--- config.mk ---
export PLATFORM = sky130hd
export DESIGN_NAME = chunk_stream_continuity_checker_unit
export DESIGN_NICKNAME = d
export VERILOG_FILES = /design/src/cscc_pkg.sv /design/src/cscc_front.sv /design/src/cscc_queue.sv /design/src/cscc_back.sv /design/src/chunk_stream_continuity_checker_unit.sv
export SDC_FILE = /design/constraint.sdc
export NUM_CORES = 2
export LEC_CHECK = 0
export BUFFER_PORTS_ARGS = -buffer_cell sky130_fd_sc_hd__buf_2
export CORE_ASPECT_RATIO = 1.4
export CORE_UTILIZATION = 30
export DETAILED_ROUTE_END_ITERATION = 7
export PLACE_DENSITY = 0.53
export SLEW_MARGIN = 20
export SYNTH_ARGS = -nofsm -noshare
export SYNTH_HDL_FRONTEND = slang
export SYNTH_SLANG_ARGS = --single-unit
--- constraint.sdc ---
create_clock -name clk -period 18.57 [get_ports clk]
set_input_delay 0.9285 -clock clk [delete_from_list [all_inputs] [get_ports clk]]
set_output_delay 0.9285 -clock clk [all_outputs]
set_load 0.02 [all_outputs]
--- src/cscc_pkg.sv ---
// Shared types and constants for the chunk stream continuity checker.
// Holds the item structs, verdict and reason codes and register indexes.
// No dependencies.
package cscc_pkg;

	// Longest name a slot header may declare.
	localparam logic [7:0] NAME_LIMIT = 8'd23;

	// Depth of the queue between the classifier and the tracker.
	localparam int QUEUE_DEPTH = 4;
	localparam int QUEUE_PTR_W = (QUEUE_DEPTH > 1) ? $clog2(QUEUE_DEPTH) : 1;
	localparam int QUEUE_CNT_W = $clog2(QUEUE_DEPTH + 1);

	// Configuration register indexes.
	localparam int CFG_IDX_W = 3;
	localparam logic [CFG_IDX_W-1:0] CFG_EXPECTED_VERSION  = 3'd0;
	localparam logic [CFG_IDX_W-1:0] CFG_HEADER_BYTES      = 3'd1;
	localparam logic [CFG_IDX_W-1:0] CFG_PAYLOAD_LIMIT     = 3'd2;
	localparam logic [CFG_IDX_W-1:0] CFG_FILE_SIZE_LIMIT   = 3'd3;
	localparam logic [CFG_IDX_W-1:0] CFG_STREAM_HEADER_LEN = 3'd4;
	localparam int CFG_DATA_W = 32;

	// Reset values of the configuration registers.
	localparam logic [7:0]  RST_EXPECTED_VERSION  = 8'd1;
	localparam logic [15:0] RST_HEADER_BYTES      = 16'd64;
	localparam logic [15:0] RST_PAYLOAD_LIMIT     = 16'd4032;
	localparam logic [31:0] RST_FILE_SIZE_LIMIT   = 32'd2097152;
	localparam logic [15:0] RST_STREAM_HEADER_LEN = 16'd40;

	// Item operation codes.
	typedef enum logic {
		OP_CHECK = 1'b0,
		OP_ABORT = 1'b1
	} op_t;

	typedef enum logic [2:0] {
		VERDICT_FORWARDED = 3'd0,
		VERDICT_DISCARDED = 3'd1,
		VERDICT_START_IGN = 3'd2,
		VERDICT_UNROUTED  = 3'd3,
		VERDICT_TOO_SHORT = 3'd4
	} verdict_t;

	typedef enum logic [3:0] {
		REASON_NONE        = 4'd0,
		REASON_VERSION     = 4'd1,
		REASON_PAYLOAD     = 4'd2,
		REASON_NAME        = 4'd3,
		REASON_ZERO_SESS   = 4'd4,
		REASON_CRC         = 4'd5,
		REASON_IDENTITY    = 4'd6,
		REASON_ORDER       = 4'd7,
		REASON_OVERRUN     = 4'd8,
		REASON_END_SHORT   = 4'd9,
		REASON_END_MISSING = 4'd10
	} reason_t;

	// Bit positions within side_bits.
	localparam int SIDE_START    = 0;
	localparam int SIDE_END      = 1;
	localparam int SIDE_CRC_OK   = 2;
	localparam int SIDE_ROUTABLE = 3;
	localparam int SIDE_ABORT_CT = 4;

	typedef struct packed {
		logic        op;
		logic [15:0] slot_len;
		logic [7:0]  version;
		logic [15:0] header_size_field;
		logic [31:0] session;
		logic [31:0] stream_total;
		logic [31:0] chunk_offset;
		logic [15:0] payload_length;
		logic [15:0] chunk_index;
		logic [15:0] chunk_total;
		logic [7:0]  name_length;
		logic [4:0]  side_bits;
	} in_item_t;

	typedef struct packed {
		verdict_t    verdict;
		reason_t     reason;
		logic        open_file_dropped;
		logic        first_chunk;
		logic        file_complete;
		logic [31:0] slot_count;
		logic [31:0] good_file_count;
		logic [31:0] dropped_file_count;
		logic [31:0] unrouted_count;
	} out_item_t;

	// Configuration as seen by the classifier.
	typedef struct packed {
		logic [7:0]  expected_version;
		logic [15:0] header_bytes;
		logic [15:0] payload_limit;
		logic [31:0] file_size_limit;
		logic [15:0] stream_header_len;
	} cfg_t;

	// Classified item handed from the front to the tracker.
	typedef struct packed {
		logic        is_abort;
		logic        abort_counts;
		logic        too_short;
		reason_t     hdr_reason;
		logic        start_slot;
		logic        is_end;
		logic        routable;
		logic        start_bad;
		logic [31:0] session;
		logic [31:0] stream_total;
		logic [31:0] chunk_offset;
		logic [15:0] payload_length;
		logic [15:0] chunk_index;
		logic [15:0] chunk_total;
		logic [32:0] end_pos;
	} cls_t;

endpackage

--- src/cscc_front.sv ---
// Front end of the checker: runs the stateless header checks on each item.
// Produces a classified record for the tracker queue.
// Depends on cscc_pkg.
module cscc_front import cscc_pkg::*; (
	input  in_item_t item,
	input  cfg_t     cfg,
	output cls_t     cls
);

	logic [16:0] hdr_plus_payload;
	logic [32:0] total_limit;
	logic        bad_version;
	logic        bad_payload;
	reason_t     hdr_reason;

	// Sums are formed one bit wider so they never wrap.
	assign hdr_plus_payload = {1'b0, cfg.header_bytes} + {1'b0, item.payload_length};
	assign total_limit      = {1'b0, cfg.file_size_limit} + {17'd0, cfg.stream_header_len};

	assign bad_version = (item.version != cfg.expected_version) ||
		(item.header_size_field != cfg.header_bytes);
	assign bad_payload = (item.payload_length == 16'd0) ||
		(item.payload_length > cfg.payload_limit) ||
		(hdr_plus_payload > {1'b0, item.slot_len});

	// Header checks in priority order.
	always_comb begin
		if (bad_version) begin
			hdr_reason = REASON_VERSION;
		end else if (bad_payload) begin
			hdr_reason = REASON_PAYLOAD;
		end else if (item.name_length > NAME_LIMIT) begin
			hdr_reason = REASON_NAME;
		end else if (item.session == 32'd0) begin
			hdr_reason = REASON_ZERO_SESS;
		end else if (!item.side_bits[SIDE_CRC_OK]) begin
			hdr_reason = REASON_CRC;
		end else begin
			hdr_reason = REASON_NONE;
		end
	end

	assign cls.hdr_reason = hdr_reason;

	// A start must begin at zero and declare a total within the file limits.
	assign cls.start_bad = (item.chunk_offset != 32'd0) || (item.chunk_index != 16'd0) ||
		(item.stream_total <= {16'd0, cfg.stream_header_len}) ||
		({1'b0, item.stream_total} > total_limit);

	assign cls.is_abort       = (item.op == OP_ABORT);
	assign cls.abort_counts   = item.side_bits[SIDE_ABORT_CT];
	assign cls.too_short      = (item.slot_len < cfg.header_bytes);
	assign cls.start_slot     = item.side_bits[SIDE_START];
	assign cls.is_end         = item.side_bits[SIDE_END];
	assign cls.routable       = item.side_bits[SIDE_ROUTABLE];
	assign cls.session        = item.session;
	assign cls.stream_total   = item.stream_total;
	assign cls.chunk_offset   = item.chunk_offset;
	assign cls.payload_length = item.payload_length;
	assign cls.chunk_index    = item.chunk_index;
	assign cls.chunk_total    = item.chunk_total;
	assign cls.end_pos        = {1'b0, item.chunk_offset} + {17'd0, item.payload_length};

endmodule

--- src/cscc_queue.sv ---
// Short queue of classified items between the front end and the tracker.
// Register-based circular buffer with valid/ready on both sides.
// Depends on cscc_pkg.
module cscc_queue import cscc_pkg::*; (
	input  logic clk,
	input  logic arst_n,
	input  logic push_valid,
	output logic push_ready,
	input  cls_t push_data,
	output logic pop_valid,
	input  logic pop_ready,
	output cls_t pop_data
);

	localparam logic [QUEUE_PTR_W-1:0] LAST_PTR = QUEUE_PTR_W'(QUEUE_DEPTH - 1);
	localparam logic [QUEUE_CNT_W-1:0] FULL_CNT = QUEUE_CNT_W'(QUEUE_DEPTH);

	cls_t                   mem_q [QUEUE_DEPTH];
	logic [QUEUE_PTR_W-1:0] wr_ptr_q;
	logic [QUEUE_PTR_W-1:0] rd_ptr_q;
	logic [QUEUE_CNT_W-1:0] count_q;
	logic                   do_push;
	logic                   do_pop;

	assign push_ready = (count_q != FULL_CNT);
	assign pop_valid  = (count_q != '0);
	assign pop_data   = mem_q[rd_ptr_q];
	assign do_push    = push_valid && push_ready;
	assign do_pop     = pop_valid && pop_ready;

	// Pointers and fill count.
	always_ff @(posedge clk or negedge arst_n) begin
		if (!arst_n) begin
			wr_ptr_q <= '0;
			rd_ptr_q <= '0;
			count_q  <= '0;
		end else begin
			if (do_push) begin
				wr_ptr_q <= (wr_ptr_q == LAST_PTR) ? '0 : wr_ptr_q + 1'b1;
			end
			if (do_pop) begin
				rd_ptr_q <= (rd_ptr_q == LAST_PTR) ? '0 : rd_ptr_q + 1'b1;
			end
			if (do_push && !do_pop) begin
				count_q <= count_q + 1'b1;
			end else if (do_pop && !do_push) begin
				count_q <= count_q - 1'b1;
			end
		end
	end

	// Entry storage.
	always_ff @(posedge clk) begin
		if (do_push) begin
			mem_q[wr_ptr_q] <= push_data;
		end
	end

endmodule

--- src/cscc_back.sv ---
// Back end of the checker: tracks the open file, keeps the lifetime counters
// and registers one result per classified item. Depends on cscc_pkg.
module cscc_back import cscc_pkg::*; (
	input  logic      clk,
	input  logic      arst_n,
	input  logic      cls_valid,
	output logic      cls_ready,
	input  cls_t      cls,
	output logic      out_valid,
	input  logic      out_ready,
	output out_item_t out_data
);

	logic        file_open_q;
	logic [31:0] tracked_session_q;
	logic [31:0] tracked_total_q;
	logic [15:0] tracked_chunks_q;
	logic [31:0] expected_offset_q;
	logic [15:0] expected_index_q;
	logic [31:0] slots_seen_q;
	logic [31:0] files_good_q;
	logic [31:0] files_dropped_q;
	logic [31:0] slots_unrouted_q;
	logic        out_valid_q;
	out_item_t   out_q;

	logic        take;
	logic        nx_open;
	logic [31:0] nx_session;
	logic [31:0] nx_total;
	logic [15:0] nx_chunks;
	logic [31:0] nx_offset;
	logic [15:0] nx_index;
	logic        inc_slot;
	logic        inc_good;
	logic        inc_unrouted;
	logic [1:0]  inc_drop;
	verdict_t    verdict;
	reason_t     reason;
	logic        dropped;
	logic        first;
	logic        complete;
	logic [31:0] nx_slots;
	logic [31:0] nx_good;
	logic [31:0] nx_dropped;
	logic [31:0] nx_unrouted;

	// A new item enters whenever the result register is free or being emptied.
	assign take      = cls_valid && (!out_valid_q || out_ready);
	assign cls_ready = !out_valid_q || out_ready;
	assign out_valid = out_valid_q;
	assign out_data  = out_q;

	// Tracking decision for one classified item.
	always_comb begin
		logic        go_on;
		logic [31:0] b_session;
		logic [31:0] b_total;
		logic [15:0] b_chunks;
		logic [31:0] b_offset;
		logic [15:0] b_index;
		logic [32:0] total_ext;

		go_on        = 1'b0;
		b_session    = tracked_session_q;
		b_total      = tracked_total_q;
		b_chunks     = tracked_chunks_q;
		b_offset     = expected_offset_q;
		b_index      = expected_index_q;
		nx_open      = file_open_q;
		nx_session   = tracked_session_q;
		nx_total     = tracked_total_q;
		nx_chunks    = tracked_chunks_q;
		nx_offset    = expected_offset_q;
		nx_index     = expected_index_q;
		inc_slot     = 1'b0;
		inc_good     = 1'b0;
		inc_unrouted = 1'b0;
		inc_drop     = 2'd0;
		verdict      = VERDICT_FORWARDED;
		reason       = REASON_NONE;
		dropped      = 1'b0;
		first        = 1'b0;
		complete     = 1'b0;

		if (cls.is_abort) begin
			// Abort always clears tracking; it counts only when asked to.
			dropped = file_open_q;
			if (file_open_q && cls.abort_counts) begin
				inc_drop = 2'd1;
			end
			nx_open = 1'b0;
		end else if (cls.too_short) begin
			verdict = VERDICT_TOO_SHORT;
		end else begin
			inc_slot = 1'b1;
			if (cls.hdr_reason != REASON_NONE) begin
				verdict  = VERDICT_DISCARDED;
				reason   = cls.hdr_reason;
				dropped  = file_open_q;
				inc_drop = {1'b0, file_open_q};
				nx_open  = 1'b0;
			end else if (cls.start_slot) begin
				// A start abandons any open file before it is judged.
				dropped  = file_open_q;
				inc_drop = {1'b0, file_open_q};
				nx_open  = 1'b0;
				if (cls.start_bad) begin
					verdict = VERDICT_START_IGN;
				end else if (!cls.routable) begin
					verdict      = VERDICT_UNROUTED;
					inc_unrouted = 1'b1;
				end else begin
					go_on     = 1'b1;
					b_session = cls.session;
					b_total   = cls.stream_total;
					b_chunks  = cls.chunk_total;
					b_offset  = 32'd0;
					b_index   = 16'd0;
				end
			end else if (!file_open_q) begin
				verdict      = VERDICT_UNROUTED;
				inc_unrouted = 1'b1;
			end else begin
				go_on = 1'b1;
			end
		end

		// Continuity checks against the tracked (or just opened) file.
		total_ext = {1'b0, b_total};
		if (go_on) begin
			if (cls.session != b_session || cls.stream_total != b_total ||
					cls.chunk_total != b_chunks) begin
				reason = REASON_IDENTITY;
			end else if (cls.chunk_offset != b_offset || cls.chunk_index != b_index) begin
				reason = REASON_ORDER;
			end else if (cls.end_pos > total_ext) begin
				reason = REASON_OVERRUN;
			end else if (cls.is_end && cls.end_pos != total_ext) begin
				reason = REASON_END_SHORT;
			end else if (!cls.is_end && cls.end_pos == total_ext) begin
				reason = REASON_END_MISSING;
			end

			if (reason != REASON_NONE) begin
				verdict  = VERDICT_DISCARDED;
				dropped  = 1'b1;
				inc_drop = inc_drop + 2'd1;
				nx_open  = 1'b0;
			end else begin
				verdict    = VERDICT_FORWARDED;
				first      = cls.start_slot;
				nx_open    = !cls.is_end;
				nx_session = b_session;
				nx_total   = b_total;
				nx_chunks  = b_chunks;
				nx_offset  = b_offset + {16'd0, cls.payload_length};
				nx_index   = b_index + 16'd1;
				if (cls.is_end) begin
					inc_good = 1'b1;
					complete = 1'b1;
				end
			end
		end

		// A closed file leaves the tracking fields cleared.
		if (!nx_open) begin
			nx_session = 32'd0;
			nx_total   = 32'd0;
			nx_chunks  = 16'd0;
			nx_offset  = 32'd0;
			nx_index   = 16'd0;
		end
	end

	assign nx_slots    = slots_seen_q + {31'd0, inc_slot};
	assign nx_good     = files_good_q + {31'd0, inc_good};
	assign nx_dropped  = files_dropped_q + {30'd0, inc_drop};
	assign nx_unrouted = slots_unrouted_q + {31'd0, inc_unrouted};

	// Tracking state, counters and result valid.
	always_ff @(posedge clk or negedge arst_n) begin
		if (!arst_n) begin
			file_open_q       <= 1'b0;
			tracked_session_q <= '0;
			tracked_total_q   <= '0;
			tracked_chunks_q  <= '0;
			expected_offset_q <= '0;
			expected_index_q  <= '0;
			slots_seen_q      <= '0;
			files_good_q      <= '0;
			files_dropped_q   <= '0;
			slots_unrouted_q  <= '0;
			out_valid_q       <= 1'b0;
		end else begin
			if (take) begin
				file_open_q       <= nx_open;
				tracked_session_q <= nx_session;
				tracked_total_q   <= nx_total;
				tracked_chunks_q  <= nx_chunks;
				expected_offset_q <= nx_offset;
				expected_index_q  <= nx_index;
				slots_seen_q      <= nx_slots;
				files_good_q      <= nx_good;
				files_dropped_q   <= nx_dropped;
				slots_unrouted_q  <= nx_unrouted;
				out_valid_q       <= 1'b1;
			end else if (out_ready) begin
				out_valid_q <= 1'b0;
			end
		end
	end

	// Result payload.
	always_ff @(posedge clk) begin
		if (take) begin
			out_q.verdict            <= verdict;
			out_q.reason             <= reason;
			out_q.open_file_dropped  <= dropped;
			out_q.first_chunk        <= first;
			out_q.file_complete      <= complete;
			out_q.slot_count         <= nx_slots;
			out_q.good_file_count    <= nx_good;
			out_q.dropped_file_count <= nx_dropped;
			out_q.unrouted_count     <= nx_unrouted;
		end
	end

endmodule

--- src/chunk_stream_continuity_checker_unit.sv ---
// Chunk stream continuity checker, top level: configuration registers,
// header classifier, item queue and file tracker. Depends on cscc_pkg.
// With the queue empty, an accepted item is written into the queue and then
// registered into the result register. Throughput: one item per cycle while
// the sink keeps taking results. Reset (arst_n low) clears tracking, counters
// and the queue and returns the registers to their default values.
module chunk_stream_continuity_checker_unit import cscc_pkg::*; (
	input  logic                  clk,
	input  logic                  arst_n,
	input  logic                  in_valid,
	output logic                  in_ready,
	input  in_item_t              in_data,
	output logic                  out_valid,
	input  logic                  out_ready,
	output out_item_t             out_data,
	input  logic                  cfg_we,
	input  logic [CFG_IDX_W-1:0]  cfg_index,
	input  logic [CFG_DATA_W-1:0] cfg_wdata
);

	cfg_t cfg_q;
	cls_t front_cls;
	cls_t queue_cls;
	logic queue_valid;
	logic queue_ready;

	// Configuration register writes.
	always_ff @(posedge clk or negedge arst_n) begin
		if (!arst_n) begin
			cfg_q.expected_version  <= RST_EXPECTED_VERSION;
			cfg_q.header_bytes      <= RST_HEADER_BYTES;
			cfg_q.payload_limit     <= RST_PAYLOAD_LIMIT;
			cfg_q.file_size_limit   <= RST_FILE_SIZE_LIMIT;
			cfg_q.stream_header_len <= RST_STREAM_HEADER_LEN;
		end else if (cfg_we) begin
			case (cfg_index)
				CFG_EXPECTED_VERSION: begin
					cfg_q.expected_version <= cfg_wdata[7:0];
				end
				CFG_HEADER_BYTES: begin
					cfg_q.header_bytes <= cfg_wdata[15:0];
				end
				CFG_PAYLOAD_LIMIT: begin
					cfg_q.payload_limit <= cfg_wdata[15:0];
				end
				CFG_FILE_SIZE_LIMIT: begin
					cfg_q.file_size_limit <= cfg_wdata[31:0];
				end
				CFG_STREAM_HEADER_LEN: begin
					cfg_q.stream_header_len <= cfg_wdata[15:0];
				end
				default: begin
				end
			endcase
		end
	end

	cscc_front u_front (
		.item (in_data),
		.cfg  (cfg_q),
		.cls  (front_cls)
	);

	cscc_queue u_queue (
		.clk        (clk),
		.arst_n     (arst_n),
		.push_valid (in_valid),
		.push_ready (in_ready),
		.push_data  (front_cls),
		.pop_valid  (queue_valid),
		.pop_ready  (queue_ready),
		.pop_data   (queue_cls)
	);

	cscc_back u_back (
		.clk       (clk),
		.arst_n    (arst_n),
		.cls_valid (queue_valid),
		.cls_ready (queue_ready),
		.cls       (queue_cls),
		.out_valid (out_valid),
		.out_ready (out_ready),
		.out_data  (out_data)
	);

endmodule

==> results.md <==
* Starting density of the core at a little over 30%
* Number of pins exceeding their max-slew limit in the final report at 0
* GP Congestion at 0.935
* Post-DP HPWL at approximately 120 mm
* Layout cell share with drive strength beyond 1 at ~18%
* Sequential standard cell area at approximately 35000 sq um
* Synthesized area divided by synthesized cell count at between 10 and 15 sq um
* Initial drt markers at between 2000 and 2500
* Warnings from Yosys at 0
* # hold bufs at CTS at 0
* Hold crit path type: primary input to asynchronous set/reset pin
* Critical path data required time at 19.27 ns
* CTS resizes at 0
* H-tree depth reported by CTS at 4
* Buffers added on ports at about 370
* Worst clock skew on the final layout at ~0.038 ns
* DR DRC count at 0
* # fillers at between 15000 and 20000
* Routed WL per cell at 22.9 um
* Synth top area share at 45.7%
* Final wirelength at between 150 and 200 mm
* Total number of vias at 37100
* Time the final worst path needs with I/O delays and setup at between 10 and 15 ns
* Worst rel slew slack at 24.1%
* Distinct cells, synth at 93
* Global router's overall resource usage at 16.9%
* RSZ-0062 raised after global routing: false
* Horizontal die dimension at ~370 um
* Via count of the first global-routing pass at roughly 37000
* Total Die Area at 196000 sq um
* Actual slew at the worst max-slew pin at 1.13 ns
* First-pass GRT wire length at 246 mm
* TritonCTS clock tree: yes
* Number of iterations in the first detailed-routing pass at 5
* Number of nets in the final layout at 5161
* Placement-stage cell area at between 60000 and 70000 sq um
* Areal power density over the cells at 133 nW/um^2
* Async set or reset register ratio after synthesis at 28.5%
* Run status: finished clean
* Worst-case vdd ir drop at 0.0959 mV
* Leakage power summed over all cells at 25.1 nW
* Setup Crit Path Kind: register to register
* Maximum number of pins on one net before global-route repair at around 130
* #FFs+latches synth at around 1200
* Critical path launch point: u_queue.rd_ptr_q[0]$_DFFE_PN0P_
* Synth Net Count at ~4800
* Number of CTS-inserted buffers at ~130
* Share of the clock period used by the worst path after layout at between 50% and 60%
* Slowest cell on the critical path: sky130_fd_sc_hd__dfrtp_4
* Clock-pin slew on the worst setup and hold paths at 0.07 ns
* Most numerous cell on the critical path: sky130_fd_sc_hd__nor3_1
* Mean number of vias per cell at 5.06
* Worst-skew pair later-pin latency at ~0.8 ns
* Max-cap check violation count at 0
* Area contributors post-synth: sky130_fd_sc_hd__edfxtp_1 (46%), sky130_fd_sc_hd__dfrtp_1 (15%), sky130_fd_sc_hd__mux4_2 (4.8%), sky130_fd_sc_hd__ha_1 (4.5%), sky130_fd_sc_hd__xnor2_1 (3.3%)
* Area of the multi-input gates at 21500 sq um
* Core ar. at 192000 sq um
* Kind of launch point of the worst setup path: register
* Number of buffers on the longest clock path at 3
* Sequential fraction of the synthesis area at 60.9%
* Fin. Hold Viols at 0
* Final-layout setup total negative slack at 0 ns
* Number of standard-cell rows in the floorplan at 190
* Sum of overflow across all layers after global routing at 0
* Area growth, synth to finish at 15.7%
* Max Fclk at between 90 and 100 MHz
* Count of pins on the block boundary at 378
* Number of flops mapped to enable cells by yosys at between 800 and 900
* Clock sink total at between 1000 and 1500
* CP endpoint kind: register
* Count of mapped cells out of synthesis at between 4000 and 5000
* Antenna violations before repair at slightly below 60
* Master cell of the clock root buffer: sky130_fd_sc_hd__clkbuf_16
* Slowest Stage Delay on Critical Path at 0.92 ns
* Count of endpoints failing setup in the final report at 0
* Maximum fanout along the worst path at 43
* Dominant cell type by area after synthesis: sky130_fd_sc_hd__edfxtp_1
* Post-Syn Area at roughly 58000 sq um
* Endpoint arrival time on the critical path at ~11 ns
* Die Span Y at around 520 um
* Antenna-violating nets left at 0
* R2R Path Start: u_queue.rd_ptr_q[0]$_DFFE_PN0P_
* Top FF cell, synth: sky130_fd_sc_hd__edfxtp_1
* Final instance area at 67300 sq um
* Final core utilization at about a third
* Number of setup buffers added after CTS at 0
## synthesized netlist by cell type, types with 11 or more instances
| cell type | instances |
|---|---|
| sky130_fd_sc_hd__buf_1 | 23 |
| sky130_fd_sc_hd__mux2i_1 | 141 |
| sky130_fd_sc_hd__and3_1 | 74 |
| sky130_fd_sc_hd__mux4_2 | 124 |
| sky130_fd_sc_hd__nor2_1 | 249 |
| sky130_fd_sc_hd__xor2_1 | 172 |
| sky130_fd_sc_hd__nand4_1 | 58 |
| sky130_fd_sc_hd__ha_1 | 209 |
| sky130_fd_sc_hd__a32o_1 | 15 |
| sky130_fd_sc_hd__nor2b_1 | 29 |
| sky130_fd_sc_hd__a221oi_1 | 15 |
| sky130_fd_sc_hd__edfxtp_1 | 886 |
| sky130_fd_sc_hd__buf_6 | 11 |
| sky130_fd_sc_hd__o211ai_1 | 12 |
| sky130_fd_sc_hd__o2bb2ai_1 | 41 |
| sky130_fd_sc_hd__nand2b_1 | 17 |
| sky130_fd_sc_hd__or3_1 | 12 |
| sky130_fd_sc_hd__nand2_1 | 333 |
| sky130_fd_sc_hd__nor4_1 | 50 |
| sky130_fd_sc_hd__inv_1 | 148 |
| sky130_fd_sc_hd__o21a_1 | 12 |
| sky130_fd_sc_hd__a21oi_1 | 113 |
| sky130_fd_sc_hd__clkbuf_1 | 83 |
| sky130_fd_sc_hd__nand3_1 | 130 |
| sky130_fd_sc_hd__dfrtp_1 | 342 |
| sky130_fd_sc_hd__and2_1 | 34 |
| sky130_fd_sc_hd__nor4bb_1 | 15 |
| sky130_fd_sc_hd__o21bai_1 | 17 |
| sky130_fd_sc_hd__dfstp_2 | 11 |
| sky130_fd_sc_hd__o21ai_0 | 166 |
| sky130_fd_sc_hd__buf_2 | 24 |
| sky130_fd_sc_hd__or2_2 | 18 |
| sky130_fd_sc_hd__mux2_2 | 78 |
| sky130_fd_sc_hd__a211oi_1 | 28 |
| sky130_fd_sc_hd__a22oi_1 | 30 |
| sky130_fd_sc_hd__buf_4 | 19 |
| sky130_fd_sc_hd__xnor2_1 | 220 |
| sky130_fd_sc_hd__a21o_1 | 48 |
| sky130_fd_sc_hd__nor3_1 | 57 |
| sky130_fd_sc_hd__o22ai_1 | 44 |
| sky130_fd_sc_hd__a31oi_1 | 37 |
## final timing paths
check                                                         end  slack (ns)  depth (start not counted)
setup / recovery              u_back.files_good_q[29]$_DFFE_PN0P_        7.98                         27
hold / removal                              cfg_q[40]$_DFFE_PN0P_        0.19                          1
setup reg to reg              u_back.files_good_q[29]$_DFFE_PN0P_        7.98                         27
hold reg to reg            u_back.slots_unrouted_q[0]$_DFFE_PN0P_        0.48                          2
max in group asynchronous     u_back.files_good_q[30]$_DFFE_PN0P_       15.49                          4
min in group clk                   u_queue.mem_q[1][47]$_DFFE_PP_        0.36                          1
## power by group
| part | internal (mW) | switching, mW | leakage (nW) |
|---|---|---|---|
| Combinational | 0.967 | 1.67 | 10.4 |
| Clock | 1.51 | 1.17 | 2.11 |
| Sequential | 3.48 | 0.174 | 12.6 |
| Total | 5.95 | 3.02 | 25.1 |
## placed cells by master (no fill, tap or decap), drive strengths merged, types with 58 or more instances in the layout
cell type / n
o21ai: 169
xor2: 172
and3: 74
edfxtp: 886
dfrtp: 342
mux2: 78
mux4: 124
nand2: 335
ha: 209
inv: 161
a21oi: 113
xnor2: 220
nand4: 60
mux2i: 141
nor2: 250
buf: 426
clkbuf: 160
nand3: 130
nor3: 58
## cell families after synthesis
family / count (synthesis) / synth area share, %
flip-flops: 1239 / 60.9
AND/OR/NAND/NOR: 1125 / 9.50
AO/OA/AOI/OAI: 684 / 7.91
XOR/XNOR: 392 / 5.90
multiplexers: 343 / 8.73
buffers and inverters: 310 / 2.32
adder cells (fa/ha/maj): 215 / 4.70
## metrics by stage
stage	cells	worst slack [ns]	hold WS (ns)	power [mW]
2_1_floorplan	4308	10.79	0.452	5.53
3_3_place_gp	7070	7.84	0.468	6.35
3_5_place_dp	7070	7.85	0.474	6.38
4_1_cts	7313	7.83	0.169	9.09
5_1_grt	7317	7.01	0.215	9.40
6_report	7325	7.98	0.192	8.97
## sequential cells by signal, summed over array words and instances (netlist names), 3 cells and up
register and flops:
u_back.slots_seen_q 32, u_back.slots_unrouted_q 32, u_back.expected_offset_q 32, u_back.tracked_session_q 32, u_back.tracked_chunks_q 16, u_back.files_dropped_q 32
cfg_q 88, u_back.expected_index_q 16, u_back.tracked_total_q 32, u_queue.mem_q 748, u_back.files_good_q 32, u_queue.count_q 3
u_back.out_data 138
## layer usage
layer  wire (um)  vias up  part of all wire, %  track usage (%)
met1       70200    18600                   42             21.4
met5         250        -                 0.15                0
li1            -    17100                    -                -
met4        6210       40                  3.7             6.41
met3       10300      300                  6.1             3.52
met2       80600     1100                   48             28.3
## final cells by class
class / count / area share, %
timing repair buffer: 426 / 3.39
antenna: 12 / 0.0446
clock inverter: 83 / 1.41
inverter: 150 / 0.848
multi-input combinational: 2759 / 31.9
clock buffer: 160 / 5.06
tap: 2496 / 4.64
sequential: 1239 / 52.7
## worst max-delay path, delay by kind of cell, from the launching register on
kind	cells	cell delay, ns
adder cells (fa/ha/maj)	3	0.66
flip-flops	1	0.92
XOR/XNOR	1	0.17
buffers and inverters	2	1.37
AO/OA/AOI/OAI	2	0.46
multiplexers	1	0.65
AND/OR/NAND/NOR	18	6.18
Power figures use the tool's default switching activity.
